## config.mk

```make
export PLATFORM = sky130hd
export DESIGN_NAME = imu_caf_divider
export DESIGN_NICKNAME = d
export VERILOG_FILES = /design/src/imu_caf_pkg.sv /design/src/imu_caf_divider.sv
export SDC_FILE = /design/constraint.sdc
export NUM_CORES = 1
export LEC_CHECK = 0
export BUFFER_PORTS_ARGS = -buffer_cell sky130_fd_sc_hd__buf_4
export CAP_MARGIN = 0
export CORE_ASPECT_RATIO = 0.7
export CORE_MARGIN = 2
export CORE_UTILIZATION = 54
export DETAILED_ROUTE_END_ITERATION = 8
export PLACE_DENSITY_LB_ADDON = 0.1
export SLEW_MARGIN = 25
export SYNTH_ARGS = -nofsm -noshare
export SYNTH_HDL_FRONTEND = slang
export SYNTH_SLANG_ARGS = --single-unit
```

## constraint.sdc

```tcl
create_clock -name clk -period 3.9 [get_ports clk]
set_clock_uncertainty 0.15 [all_clocks]
set_input_delay 0.195 -clock clk [delete_from_list [all_inputs] [get_ports clk]]
set_output_delay 0.195 -clock clk [all_outputs]
set_load 0.05 [all_outputs]
```

## src/imu_caf_pkg.sv

```systemverilog
// shared types, constants and functions for the attitude filter
package imu_caf_pkg;

  localparam int ANGLE_FRAC_BITS_DEF = 16;
  localparam int CORDIC_STEPS_DEF    = 16;
  localparam int TABLE_LEN           = 24;
  localparam int ANGLE_W             = 32;
  localparam int GYRO_DEN            = 131;

  localparam logic [2:0] REG_FILTER_MODE   = 3'd0;
  localparam logic [2:0] REG_SAMPLE_PERIOD = 3'd1;
  localparam logic [2:0] REG_GYRO_WEIGHT   = 3'd2;

  localparam logic [15:0] RST_SAMPLE_PERIOD = 16'd655;
  localparam logic [15:0] RST_GYRO_WEIGHT   = 16'd32113;

  typedef enum logic [3:0] {
    ST_IDLE,
    ST_ROOT_START,
    ST_ROOT,
    ST_CORDIC,
    ST_NEXT_TILT,
    ST_GYRO_MUL,
    ST_GYRO_DIV,
    ST_BLEND_A,
    ST_BLEND_B,
    ST_BLEND_C,
    ST_DONE
  } caf_state_t;

  // start strobe for an iterative unit
  typedef struct packed {
    logic start;
  } caf_ctl_t;

  // atan(2^-i) in degrees, Q24
  function automatic logic [31:0] atan_q24(input logic [4:0] i);
    logic [31:0] t;
    case (i)
      5'd0:  t = 32'd754974720;
      5'd1:  t = 32'd445687602;
      5'd2:  t = 32'd235489088;
      5'd3:  t = 32'd119537938;
      5'd4:  t = 32'd60000934;
      5'd5:  t = 32'd30029717;
      5'd6:  t = 32'd15018523;
      5'd7:  t = 32'd7509720;
      5'd8:  t = 32'd3754917;
      5'd9:  t = 32'd1877466;
      5'd10: t = 32'd938734;
      5'd11: t = 32'd469367;
      5'd12: t = 32'd234684;
      5'd13: t = 32'd117342;
      5'd14: t = 32'd58671;
      5'd15: t = 32'd29335;
      5'd16: t = 32'd14668;
      5'd17: t = 32'd7334;
      5'd18: t = 32'd3667;
      5'd19: t = 32'd1833;
      5'd20: t = 32'd917;
      5'd21: t = 32'd458;
      5'd22: t = 32'd229;
      5'd23: t = 32'd115;
      default: t = 32'd0;
    endcase
    return t;
  endfunction

endpackage

```

## src/imu_caf_divider.sv

```systemverilog
// restoring divider by the constant gyro denominator, one quotient bit per cycle
module imu_caf_divider (
  input  logic                  clk,
  input  logic                  rst_n,
  input  imu_caf_pkg::caf_ctl_t ctl,
  input  logic [63:0]           dividend,
  input  logic [31:0]           divisor,
  output logic                  done,
  output logic [63:0]           quotient
);
  logic [63:0] q_r, q_nxt;
  logic [32:0] rem_r, rem_nxt;
  logic [6:0]  cnt_r, cnt_nxt;
  logic        busy_r, busy_nxt;
  logic [32:0] sh, df;

  always_comb begin
    sh = {rem_r[31:0], q_r[63]};
    df = sh - {1'b0, divisor};
    q_nxt = q_r; rem_nxt = rem_r; cnt_nxt = cnt_r; busy_nxt = busy_r;
    if (ctl.start) begin
      q_nxt = dividend; rem_nxt = '0; cnt_nxt = '0; busy_nxt = 1'b1;
    end else if (busy_r) begin
      if (!df[32]) begin
        rem_nxt = df; q_nxt = {q_r[62:0], 1'b1};
      end else begin
        rem_nxt = sh; q_nxt = {q_r[62:0], 1'b0};
      end
      cnt_nxt = cnt_r + 7'd1;
      if (cnt_r == 7'd63) busy_nxt = 1'b0;
    end
  end

  always_ff @(posedge clk) begin
    q_r <= q_nxt; rem_r <= rem_nxt; cnt_r <= cnt_nxt;
    if (!rst_n) busy_r <= 1'b0;
    else busy_r <= busy_nxt;
  end

  assign done     = busy_r && (cnt_r == 7'd63);
  assign quotient = q_nxt;
endmodule

```

==> qor.yml, run 1 <==
result_of_the_run: "finished clean"
maxSlewHeadroom: 0.458
seq_power_share: 0.369
summed_instance_area_of_the_synthesized_netlist_um2: 6240
worst_setup_path_end_kind: "primary output"
synth.largest_area_cell: "dfxtp_1"
grt_antenna_before_repair: 0
grt_first_pass_wirelength_um: 28000
cts-buffers-inserted: 9
holdCritPathClass: "input port to register"
worstSkewPairLatency_ns: 0.35
critPathRequiredTime_ns: 3.56
root_buf_cell: "clkbuf_16"
numClockSinks: 104
met2WireLength_um: 8440
fmax_mhz: 273
top_reg_cell_synth: "dfxtp_1"
worstPathMaxFanout: 7
coreArea_um2: 11100
via_per_inst: 5.55
intPower_uw: 2120
drt-pass1-iter-count: 5
place.gp.congestion: 0.948
grt_setup_unrepaired: "no"
vdd_ir_drop_max_uv: 262
share_of_async_settable_or_async_resettable_flops_after_synthesis: 0
global_route.overflow_total: 0
power.combinational.fraction: 0.367
drt.antenna.violating_nets: 0
htreeDepth: 3
post-synth-top-area-fraction: 0.333
netSwitchingFraction: 0.375
timing.final.crit_period_ns: 3.66
postSynthCellCount: 763
routed_wl_um: 17400
critical_path_buf_inv_count: 3
first_global_vias: 5840
critical_path_s_top_delay_family: "compound AO/OA/AOI/OAI gates"
maxUsedRoutingLayer: "met4"
total_leakage_power_uw: 0.00401
p_per_area_nw_per_um2: 399
place.detailed.hpwl_um: 11900
floorplan.io_pins: 164
number_of_endpoints_with_negative_hold_slack_in_the_final_report: 0
cp_max_stage_cell: "or4_1"
fp.dieW_um: 133
drive_gt1_frac: 0.207
critical_path.startpoint_type: "register"
avgSynthCellArea_um2: 8.18
clockBufferDepth: 2
tns_ns: 0
finalNetCount: 1104
cp_cell_sequence: "inv_1 > ha_1 > inv_1 > fa_2 > a211oi_2 > o211ai_1 > nand2_1 > o21ai_2 > or4_1 > o211a_4 > xnor2_4 > a211oi_2 > a21o_1 > buf_6"
fill_cells: 805
die_height_um: 94.0
port_buffers: 163
syn_to_final_growth_pct: 36.5
max_cap_viol_count: 0
postLayoutCoreUtil: 0.766
layout.cells.most_common_list: "buf_4 (175), dfxtp_1 (103), nand2_1 (102)"
total_drc_errors_in_the_routed_layout: 0
synth.yosys.warnings: 0
power.net_switching_uw: 1280
finalMaxSlewViolations: 0
final_common_cell: "buf_4"
clock_transition_at_the_registers_of_the_reported_paths_ns: 0.07
antenna-diode-count: 0
post_synth_num_cell_types: 47
die-area_um2: 12500
period_share: 0.939
sequential_cell_area_fraction_in_the_yosys_report: 0.333
reg2reg_setup_slack_ns: 0.44
clock_power_share: 0.265
synth_enable_flop_cells: 0
timing_worst_setup_path_type: "register to primary output"
sequential_cell_area_um2: 2090
min_delay_path_depth: 3
tightest_slew_ns: 0.803
avgRoutedWirePerCell_um: 15.4
wirelength_met1_um: 7740
synthTopCellsByArea: "dfxtp_1 (33%), mux2i_1 (15%), o21ai_0 (6.9%)"
hold-worst-slack_ns: 0.000423
met3_wire_len_um: 1060
timing.reg2reg.worst_path_depth: 14
synth_seq_cells: 104
synth_nets: 896
placementRows: 32
area_of_the_multi_input_gates_um2: 3820
global_route.usage.total: 0.275
worst_ep_arrival_time_ns: 3.32
largest_net_degree_at_the_start_of_global_routing: 77
tritoncts: "done"
worst-path-stages: 14
drt_iter0_drc: 356
setup_viol: 0
start_util: 0.561
cp_max_stage_delay_ns: 0.43
num_vias: 6267
==> final cells by class <==
cell class	count	share of cell area
clock buffer	9	0.0264
clock inverter	7	0.00822
inverter	45	0.0198
multi-input combinational	571	0.448
sequential	104	0.245
tap	153	0.0225
timing repair buffer	240	0.231
==> sequential cells by signal, indices dropped and copies added, names as in the netlist <==
signal / count
q_r: 64
busy_r: 1
cnt_r: 7
rem_r: 32
==> tightest hold or removal path, delay by kind of cell <==
kind                   cells  cell delay, ns
AOI/OAI and AO/OA          1            0.13
and+or+nand+nor            1            0.04
buffers and inverters      1            0.08
==> per-stage QoR <==
step           worst slack (ns)  power, uW  cell area [um^2]  cells
6_report                  0.238       3400              8520   1129
2_1_floorplan             0.449       2110              6240    763
4_1_cts                  0.0151       3390              8470   1125
3_3_place_gp              0.431       2400              7540   1045
5_1_grt                  0.0197       3570              8520   1129
3_5_place_dp              0.305       2430              7540   1045
==> per-layer routing <==
layer / global-route usage / vias to the layer above
li1: - / 3120
met1: 0.357 / 2918
met2: 0.478 / 208
met3: 0.0539 / 21
met4: 0.0573 / 0
met5: 0 / -
==> what timing repair did <==
action	4_1_cts	5_1_grt
hold endpoints to repair	64	0
pin swaps	0	4
hold buffers	64	0
resized for setup	1	5
gates cloned	0	0
setup endpoints to repair	1	1
buffers inserted	0	4
==> Yosys cell counts, types with 6 or more instances <==
master      n
o21ai_0    86
nand2b_1    6
a21o_1      7
inv_1      44
nand2_1   102
a211oi_1   31
a21oi_1    31
dfxtp_1   104
mux2i_1    92
clkbuf_1   33
nand3_1     9
nor3_1     10
nand4_1     8
xor2_1     14
nor2_1     55
xnor2_1    19
ha_1       33
==> power groups by stage <==
| stage | Clock (uW) | Combinational [uW] | Sequential (uW) |
|---|---|---|---|
| 2_1_floorplan | 0 | 860 | 1250 |
| 3_3_place_gp | 0 | 1140 | 1270 |
| 3_5_place_dp | 0 | 1160 | 1270 |
| 4_1_cts | 921 | 1220 | 1250 |
| 5_1_grt | 962 | 1340 | 1270 |
| 6_report | 901 | 1250 | 1250 |
==> final timing paths <==
path | from | end
min | dividend[21] | q_r[21]
min reg2reg | rem_r[13] | rem_r[13]
max | q_r[63] | quotient[0]
max reg2reg | q_r[63] | rem_r[15]
==> cells by family (layout without fill, tap and decap cells) <==
group	Yosys count	after routing	synth area share
muxes	92	92	0.147
AOI/OAI and AO/OA	198	198	0.192
adders and majority gates	34	34	0.0693
xor gates and xnor gates	34	34	0.0507
DFF	104	104	0.333
buffers and inverters	88	301	0.0583
and+or+nand+nor	213	213	0.149
Power figures use the tool's default switching activity.
==> run 2: changes to the inputs <==
--- a/config.mk
+++ b/config.mk
@@ -9,7 +9,8 @@
 export CAP_MARGIN = 0
 export CORE_ASPECT_RATIO = 0.7
 export CORE_MARGIN = 2
-export CORE_UTILIZATION = 54
+export CORE_UTILIZATION = 48
+export CTS_CLUSTER_SIZE = 40
 export DETAILED_ROUTE_END_ITERATION = 8
 export PLACE_DENSITY_LB_ADDON = 0.1
 export SLEW_MARGIN = 25
==> constraint.sdc (replaced) <==
create_clock -name clk -period 3.08 [get_ports clk]
set_clock_uncertainty 0.15 [all_clocks]
set_input_delay 0.154 -clock clk [delete_from_list [all_inputs] [get_ports clk]]
set_output_delay 0.154 -clock clk [all_outputs]
set_load 0.05 [all_outputs]
==> qor.yml, run 2 (synthesis results as in run 1) <==
critPathRequiredTime_ns: 2.78  # -0.78 ns
drt-pass1-iter-count: 4  # -1
final.setup.worst_slack_ns: -0.394  # -0.632 ns
cp_cell_sequence: "inv_2 > ha_4 > inv_2 > fa_2 > a211oi_4 > o211ai_1 > nand2_1 > o21ai_2 > or4_4 > o211a_4 > xnor2_4 > a211oi_2 > a21o_4 > buf_8"
place_inst: 1084  # +3.7%
root_buf_cell: "clkbuf_16"
biggest_registers_after_layout: "q_r (64), rem_r (32), cnt_r (7)"
coreArea_um2: 12500  # +13%
first_global_vias: 6255  # +7.1%
cts-buffers-inserted: 9  # unchanged
global_route.overflow_total: 0  # unchanged
holdCritPathClass: "input port to register"
vdd_ir_drop_max_uv: 307  # +17%
tightest_slew_ns: 0.602  # -0.201 ns
violations: "negative setup slack"
drt_iter0_drc: 332  # -6.7%
avgRoutedWirePerCell_um: 15.7  # +1.6%
global_route.usage.total: 0.259  # -0.0161
finalNetCount: 1150  # +4.2%
placementRows: 34  # +6.3%
registers.top_by_ff_count: "q_r"
seq_power_share: 0.344  # -0.025
worst_ep_arrival_time_ns: 3.17  # -0.15 ns
setup_viol: 32  # +32
clock_transition_at_the_registers_of_the_reported_paths_ns: 0.08  # about the same
hold-worst-slack_ns: 0.0642  # +0.0637 ns
htreeDepth: 3  # unchanged
p_per_area_nw_per_um2: 505  # +27%
result_of_the_run: "complete, but fails checks"
timing_worst_setup_path_type: "register to primary output"
number_of_endpoints_with_negative_hold_slack_in_the_final_report: 0  # unchanged
grt_setup_unrepaired: "yes"
fill_cells: 915  # +14%
timing.final.crit_period_ns: 3.47
critical_path.startpoint_type: "register"
period_share: 1.13
postLayoutCoreUtil: 0.729  # -0.0367
routed_wl_um: 18600  # +6.5%
clockBufferDepth: 2  # unchanged
place.gp.congestion: 0.902  # -4.9%
total_drc_errors_in_the_routed_layout: 0  # unchanged
finish.cell_count_without_fillers: 1184  # +4.9%
largest_reg_flops: 64  # unchanged
cp_max_stage_delay_ns: 0.42  # about the same
syn_to_final_growth_pct: 46.5
tritoncts: "done"
power.combinational.fraction: 0.387  # +0.020
finalMaxSlewViolations: 0  # unchanged
grt_antenna_before_repair: 0  # unchanged
cp_max_stage_cell: "or4_4"
maxSlewHeadroom: 0.598  # +0.141
grt_first_pass_wirelength_um: 29600  # +6.0%
largest_net_degree_at_the_start_of_global_routing: 78  # +1.3%
clock_power_share: 0.269  # +0.004
num_vias: 6436  # +2.7%
port_buffers: 163  # unchanged
final_common_cell: "buf_4"
crit_path_frequent_cell: "inv_2"
power_uw: 4620  # +36%
drive_gt1_frac: 0.257  # +0.0504
worstPathMaxFanout: 2  # -5
netSwitchingFraction: 0.368  # -0.00751
via_per_inst: 5.44  # -2.1%
fmax_mhz: 288
antenna-diode-count: 0  # unchanged
die-area_um2: 14000  # +12%
start_util: 0.498  # -0.0634
worstSkewPairLatency_ns: 0.35  # about the same
layout.cells.most_common_list: "buf_4 (212), nand2_1 (102), dfxtp_1 (102)"
place.detailed.hpwl_um: 12700  # +6.3%
floorplan.io_pins: 164  # unchanged
critical_path_s_top_delay_family: "compound AO/OA/AOI/OAI gates"
intPower_uw: 2920  # +37%
power.net_switching_uw: 1700  # +33%
total_leakage_power_uw: 0.00432  # +7.8%
max_cap_viol_count: 0  # unchanged
die_height_um: 99.4  # +5.8%
tns_ns: -7.10  # -7.10 ns
worst_setup_path_end_kind: "primary output"
critical_path_buf_inv_count: 3  # unchanged
fp.dieW_um: 140  # +5.9%
drt.antenna.violating_nets: 0  # unchanged
numClockSinks: 104  # unchanged
## run 2: cell count changes in the layout (fill, tap and decap cells not counted), moves of 2 or more
cell      delta
ha_4         +2
o21ai_0      -7
buf_16       +2
inv_2        +2
buf_12       +4
inv_6        -3
ha_1         -2
inv_1        -2
clkinv_4     +2
buf_4       +37
o21ai_1      +5
## run 2: routing by layer
metal	vias up	global-route usage	wire length (um)
met5	-	0	0
met2	201	0.446	8770
li1	3202	-	-
met3	41	0.0539	1030
met1	2992	0.329	8330
met4	0	0.0785	429
## run 2: final cells by class
cell class              instances  area, um^2  share of cell area
clock buffers                   9         225              0.0246
clock inverters                 7        97.6              0.0107
inverters                      45         169              0.0185
multi-input cells             571        3940               0.431
well taps                     162         203              0.0222
repair buffers                286        2430               0.265
flip-flops and latches        104        2090               0.228
## run 2: repair_timing
action / CTS / global route
setup endpoints to repair: 32 / 32
buffers inserted: 12 / 5
hold buffers: 65 / 0
hold endpoints to repair: 65 / 0
pin swaps: 5 / 13
resized for setup: 13 / 21
gates cloned: 2 / 1
## run 2: worst paths after layout
path	from	to	slack, ns	cells after the start
max	q_r[63]	quotient[0]	-0.39	14
min	ctl	rem_r[22]	0.06	2
max reg2reg	q_r[63]	rem_r[4]	-0.34	14
min reg2reg	rem_r[17]	rem_r[17]	0.36	2
## run 2: worst reg2reg max path: cells and delay by family (launching register included)
kind	cells	cell delay, ns
simple gates	3	1.00
compound gates	5	0.94
fa+ha+maj	2	0.49
flops	1	0.32
buf+inv	3	0.30
xor+xnor	1	0.14
## run 2: through the flow
stage | instance area (um^2) | setup slack, ns
final | 9150 | -0.394
after global routing | 9150 | -0.507
after CTS | 9020 | -0.362
after detailed placement | 7840 | -0.240
after global placement | 7840 | -0.0703
after floorplan | 6270 | -0.102
## run 2: power by group through the flow
stage	Combinational [uW]	Clock, uW	Sequential [uW]
4_1_cts	1720	1260	1580
5_1_grt	1910	1330	1610
6_report	1790	1240	1590
3_5_place_dp	1550	0	1620
2_1_floorplan	1100	0	1580
3_3_place_gp	1520	0	1610
==> run 3: changes to the inputs <==
--- a/config.mk
+++ b/config.mk
@@ -5,11 +5,12 @@
 export SDC_FILE = /design/constraint.sdc
 export NUM_CORES = 1
 export LEC_CHECK = 0
+export ABC_AREA = 1
 export BUFFER_PORTS_ARGS = -buffer_cell sky130_fd_sc_hd__buf_4
 export CAP_MARGIN = 0
 export CORE_ASPECT_RATIO = 0.7
 export CORE_MARGIN = 2
-export CORE_UTILIZATION = 48
+export CORE_UTILIZATION = 50
 export CTS_CLUSTER_SIZE = 40
 export DETAILED_ROUTE_END_ITERATION = 8
 export PLACE_DENSITY_LB_ADDON = 0.1
==> qor.yml, run 3 <==
result_of_the_run: "finished clean"
postSynthCellCount: 1225  # +61%
post-synth-top-count-cell: "nand2_1"
drive_gt1_frac: 0.165  # -0.0924
registers.top_by_ff_count: "q_r"
p_per_area_nw_per_um2: 406  # -20%
largest_net_degree_at_the_start_of_global_routing: 69  # -12%
critical_path_s_top_delay_family: "simple AND/OR/NAND/NOR gates"
reg2reg_setup_slack_ns: 0.37  # +0.71 ns
start_util: 0.518  # +0.0199
hold-worst-slack_ns: 0.0520  # -0.0122 ns
met2WireLength_um: 9490  # +8.2%
power_uw: 3870  # -16%
wirelength_met1_um: 10500  # +25%
drt_iter0_drc: 625  # +88%
biggest_registers_after_layout: "q_r (64), rem_r (32), cnt_r (7)"
fmax_mhz: 356  # +24%
post-synth-top-area-fraction: 0.286  # -0.0471
cts-buffers-inserted: 9  # unchanged
min_delay_path_depth: 5  # +3
max_cap_viol_count: 0  # unchanged
largest_reg_flops: 64  # unchanged
met3_wire_len_um: 1420  # +38%
total_drc_errors_in_the_routed_layout: 0  # unchanged
fill_cells: 1314  # +44%
sequential_cell_area_fraction_in_the_yosys_report: 0.286  # -0.0471
cp_max_stage_delay_ns: 0.35  # -0.07 ns
global_route.usage.total: 0.279  # +0.0203
netSwitchingFraction: 0.367  # -0.000940
synth_enable_flop_cells: 0  # unchanged
drt.antenna.violating_nets: 0  # unchanged
worstReg2RegEnd: "rem_r[12]"
placement.setup.worst_slack_ns: 0.367  # +0.607 ns
port_buffers: 163  # unchanged
critical_path_buf_inv_count: 3  # unchanged
routed_wl_um: 21800  # +17%
avgRoutedWirePerCell_um: 13.5  # -14%
timing_worst_setup_path_type: "register to primary output"
worstPathMaxFanout: 3  # +1
worstSkewPairLatency_ns: 0.35  # about the same
sequential_cell_area_um2: 2090  # about the same
power.net_switching_uw: 1420  # -16%
avgSynthCellArea_um2: 5.94  # -27%
tightest_slew_ns: 0.734  # +0.131 ns
maxUsedRoutingLayer: "met4"
placementRows: 36  # +5.9%
power.combinational.fraction: 0.312  # -0.075
place.detailed.hpwl_um: 15000  # +18%
cp_max_stage_cell: "fa_2"
seq_power_share: 0.392  # +0.048
die-area_um2: 15500  # +11%
drt-pass1-iter-count: 5  # +1
place_inst: 1539  # +42%
global_route.overflow_total: 0  # unchanged
synth_seq_cells: 104  # unchanged
number_of_endpoints_with_negative_hold_slack_in_the_final_report: 0  # unchanged
synth_nets: 1358  # +52%
syn_to_final_growth_pct: 31.1
root_buf_cell: "clkbuf_16"
layout.cells.most_common_list: "nand2_1 (410), inv_1 (208), a21oi_1 (171)"
total_leakage_power_uw: 0.00521  # +21%
hold-path-endpoint: "rem_r[0]"
holdCritPathClass: "input port to register"
grt_first_pass_wirelength_um: 35600  # +20%
vdd_ir_drop_max_uv: 362  # +18%
synth.largest_area_cell: "dfxtp_1"
first_global_vias: 7350  # +18%
clock_transition_at_the_registers_of_the_reported_paths_ns: 0.08  # about the same
clock_power_share: 0.296  # +0.027
htreeDepth: 3  # unchanged
setup_viol: 0  # -100%
period_share: 0.912  # -0.216
critPathRequiredTime_ns: 2.78  # about the same
antenna-diode-count: 0  # unchanged
cp_cell_sequence: "inv_1 > ha_1 > inv_1 > fa_2 > nand2_1 > nand2_1 > nand3_1 > nand2_2 > nand2_2 > nand2_4 > nand2_4 > nand3_1 > nand2_4 > nor2_1 > o21ai_2 > buf_6"
numClockSinks: 104  # unchanged
floorplan.io_pins: 164  # unchanged
post_synth_num_cell_types: 38  # -19%
synth.top_cells.by_count: "nand2_1 (410), inv_1 (208), a21oi_1 (171)"
die_height_um: 105  # +5.5%
summed_instance_area_of_the_synthesized_netlist_um2: 7270  # +16%
tritoncts: "done"
fp.dieW_um: 148  # +5.6%
clockBufferDepth: 2  # unchanged
intPower_uw: 2450  # -16%
final.setup.worst_slack_ns: 0.272  # +0.666 ns
area_of_the_multi_input_gates_um2: 4140  # +5.1%
maxSlewHeadroom: 0.511  # -0.0875
share_of_async_settable_or_async_resettable_flops_after_synthesis: 0  # unchanged
worst_ep_arrival_time_ns: 2.50  # -0.67 ns
synthTopCellsByArea: "dfxtp_1 (29%), nand2_1 (21%), a21oi_1 (12%)"
top_reg_cell_synth: "dfxtp_1"
crit_path_frequent_cell: "nand2_4"
finalNetCount: 1559  # +36%
final_common_cell: "nand2_1"
grt_setup_unrepaired: "no"
hold_start: "divisor[0]"
critical_path.startpoint_type: "register"
grt_antenna_before_repair: 0  # unchanged
coreArea_um2: 14100  # +12%
place.gp.congestion: 0.935  # +3.6%
via_per_inst: 4.91  # -9.6%
finalMaxSlewViolations: 0  # unchanged
worst_setup_path_end_kind: "primary output"
num_vias: 7965  # +24%
finish.cell_count_without_fillers: 1621  # +37%
timing.reg2reg.worst_path_depth: 18  # +4
synth.yosys.warnings: 0  # unchanged
timing.final.crit_period_ns: 2.81  # -0.666 ns
tns_ns: 0  # +7.10 ns
critical_path.reg2reg.startpoint: "q_r[63]"
[run 3: worst max-delay path by stage]
stage                 start           to  slack [ns]  cells after the start
floorplan           q_r[63]       q_r[0]        0.16                     16
global placement    q_r[63]  quotient[0]        0.45                     16
detailed placement  q_r[63]  quotient[0]        0.37                     16
CTS                 q_r[63]  quotient[0]        0.17                     16
global route        q_r[63]  quotient[0]        0.01                     16
finish              q_r[63]  quotient[0]        0.27                     16
[run 3: logic make-up after synthesis]
kind of cell | after synthesis | share of synthesized area
simple gates | 619 | 0.351
compound gates | 191 | 0.138
buf+inv | 260 | 0.145
fa+ha+maj | 34 | 0.0595
flops | 104 | 0.286
xor+xnor | 17 | 0.0205
[run 3: stage by stage]
stage | instance area [um^2] | util
floorplan | 7270 | -
global placement | 8580 | 0.610
detailed placement | 8580 | 0.610
CTS | 9530 | 0.678
global route | 9540 | 0.679
finish | 9540 | 0.679
[run 3: repair_timing]
| item | in CTS | in global routing |
|---|---|---|
| hold endpoints to repair | 65 | 0 |
| buffers inserted | 1 | 0 |
| setup endpoints to repair | 1 | 1 |
| pin swaps | 1 | 1 |
| hold buffers | 65 | 0 |
| resized for setup | 0 | 3 |
[run 3: layer usage]
layer  up-vias  track usage
met1      3517        0.399
met4         0       0.0810
met5         -            0
met2       260        0.433
li1       4148            -
met3        40       0.0454
[run 3: final cells by class]
cell class,instances,share of cell area
multi-input combinational,861,0.434
sequential,104,0.219
timing repair buffer,236,0.207
inverter,214,0.0842
tap,190,0.0249
clock buffer,10,0.0240
clock inverter,6,0.00656
[run 3: worst register-to-register path: cells and delay by family, from the launching register on]
kind / cells / cell delay (ns)
fa+ha+maj: 2 / 0.49
simple gates: 11 / 0.94
buf+inv: 4 / 0.60
flops: 1 / 0.32
compound gates: 1 / 0.07
[run 3: power by group through the flow]
stage	logic, uW	clock network, uW	registers (uW)
2_1_floorplan	778	0	1530
3_3_place_gp	1110	0	1540
3_5_place_dp	1110	0	1550
4_1_cts	1190	1170	1520
5_1_grt	1300	1220	1530
6_report	1210	1150	1520
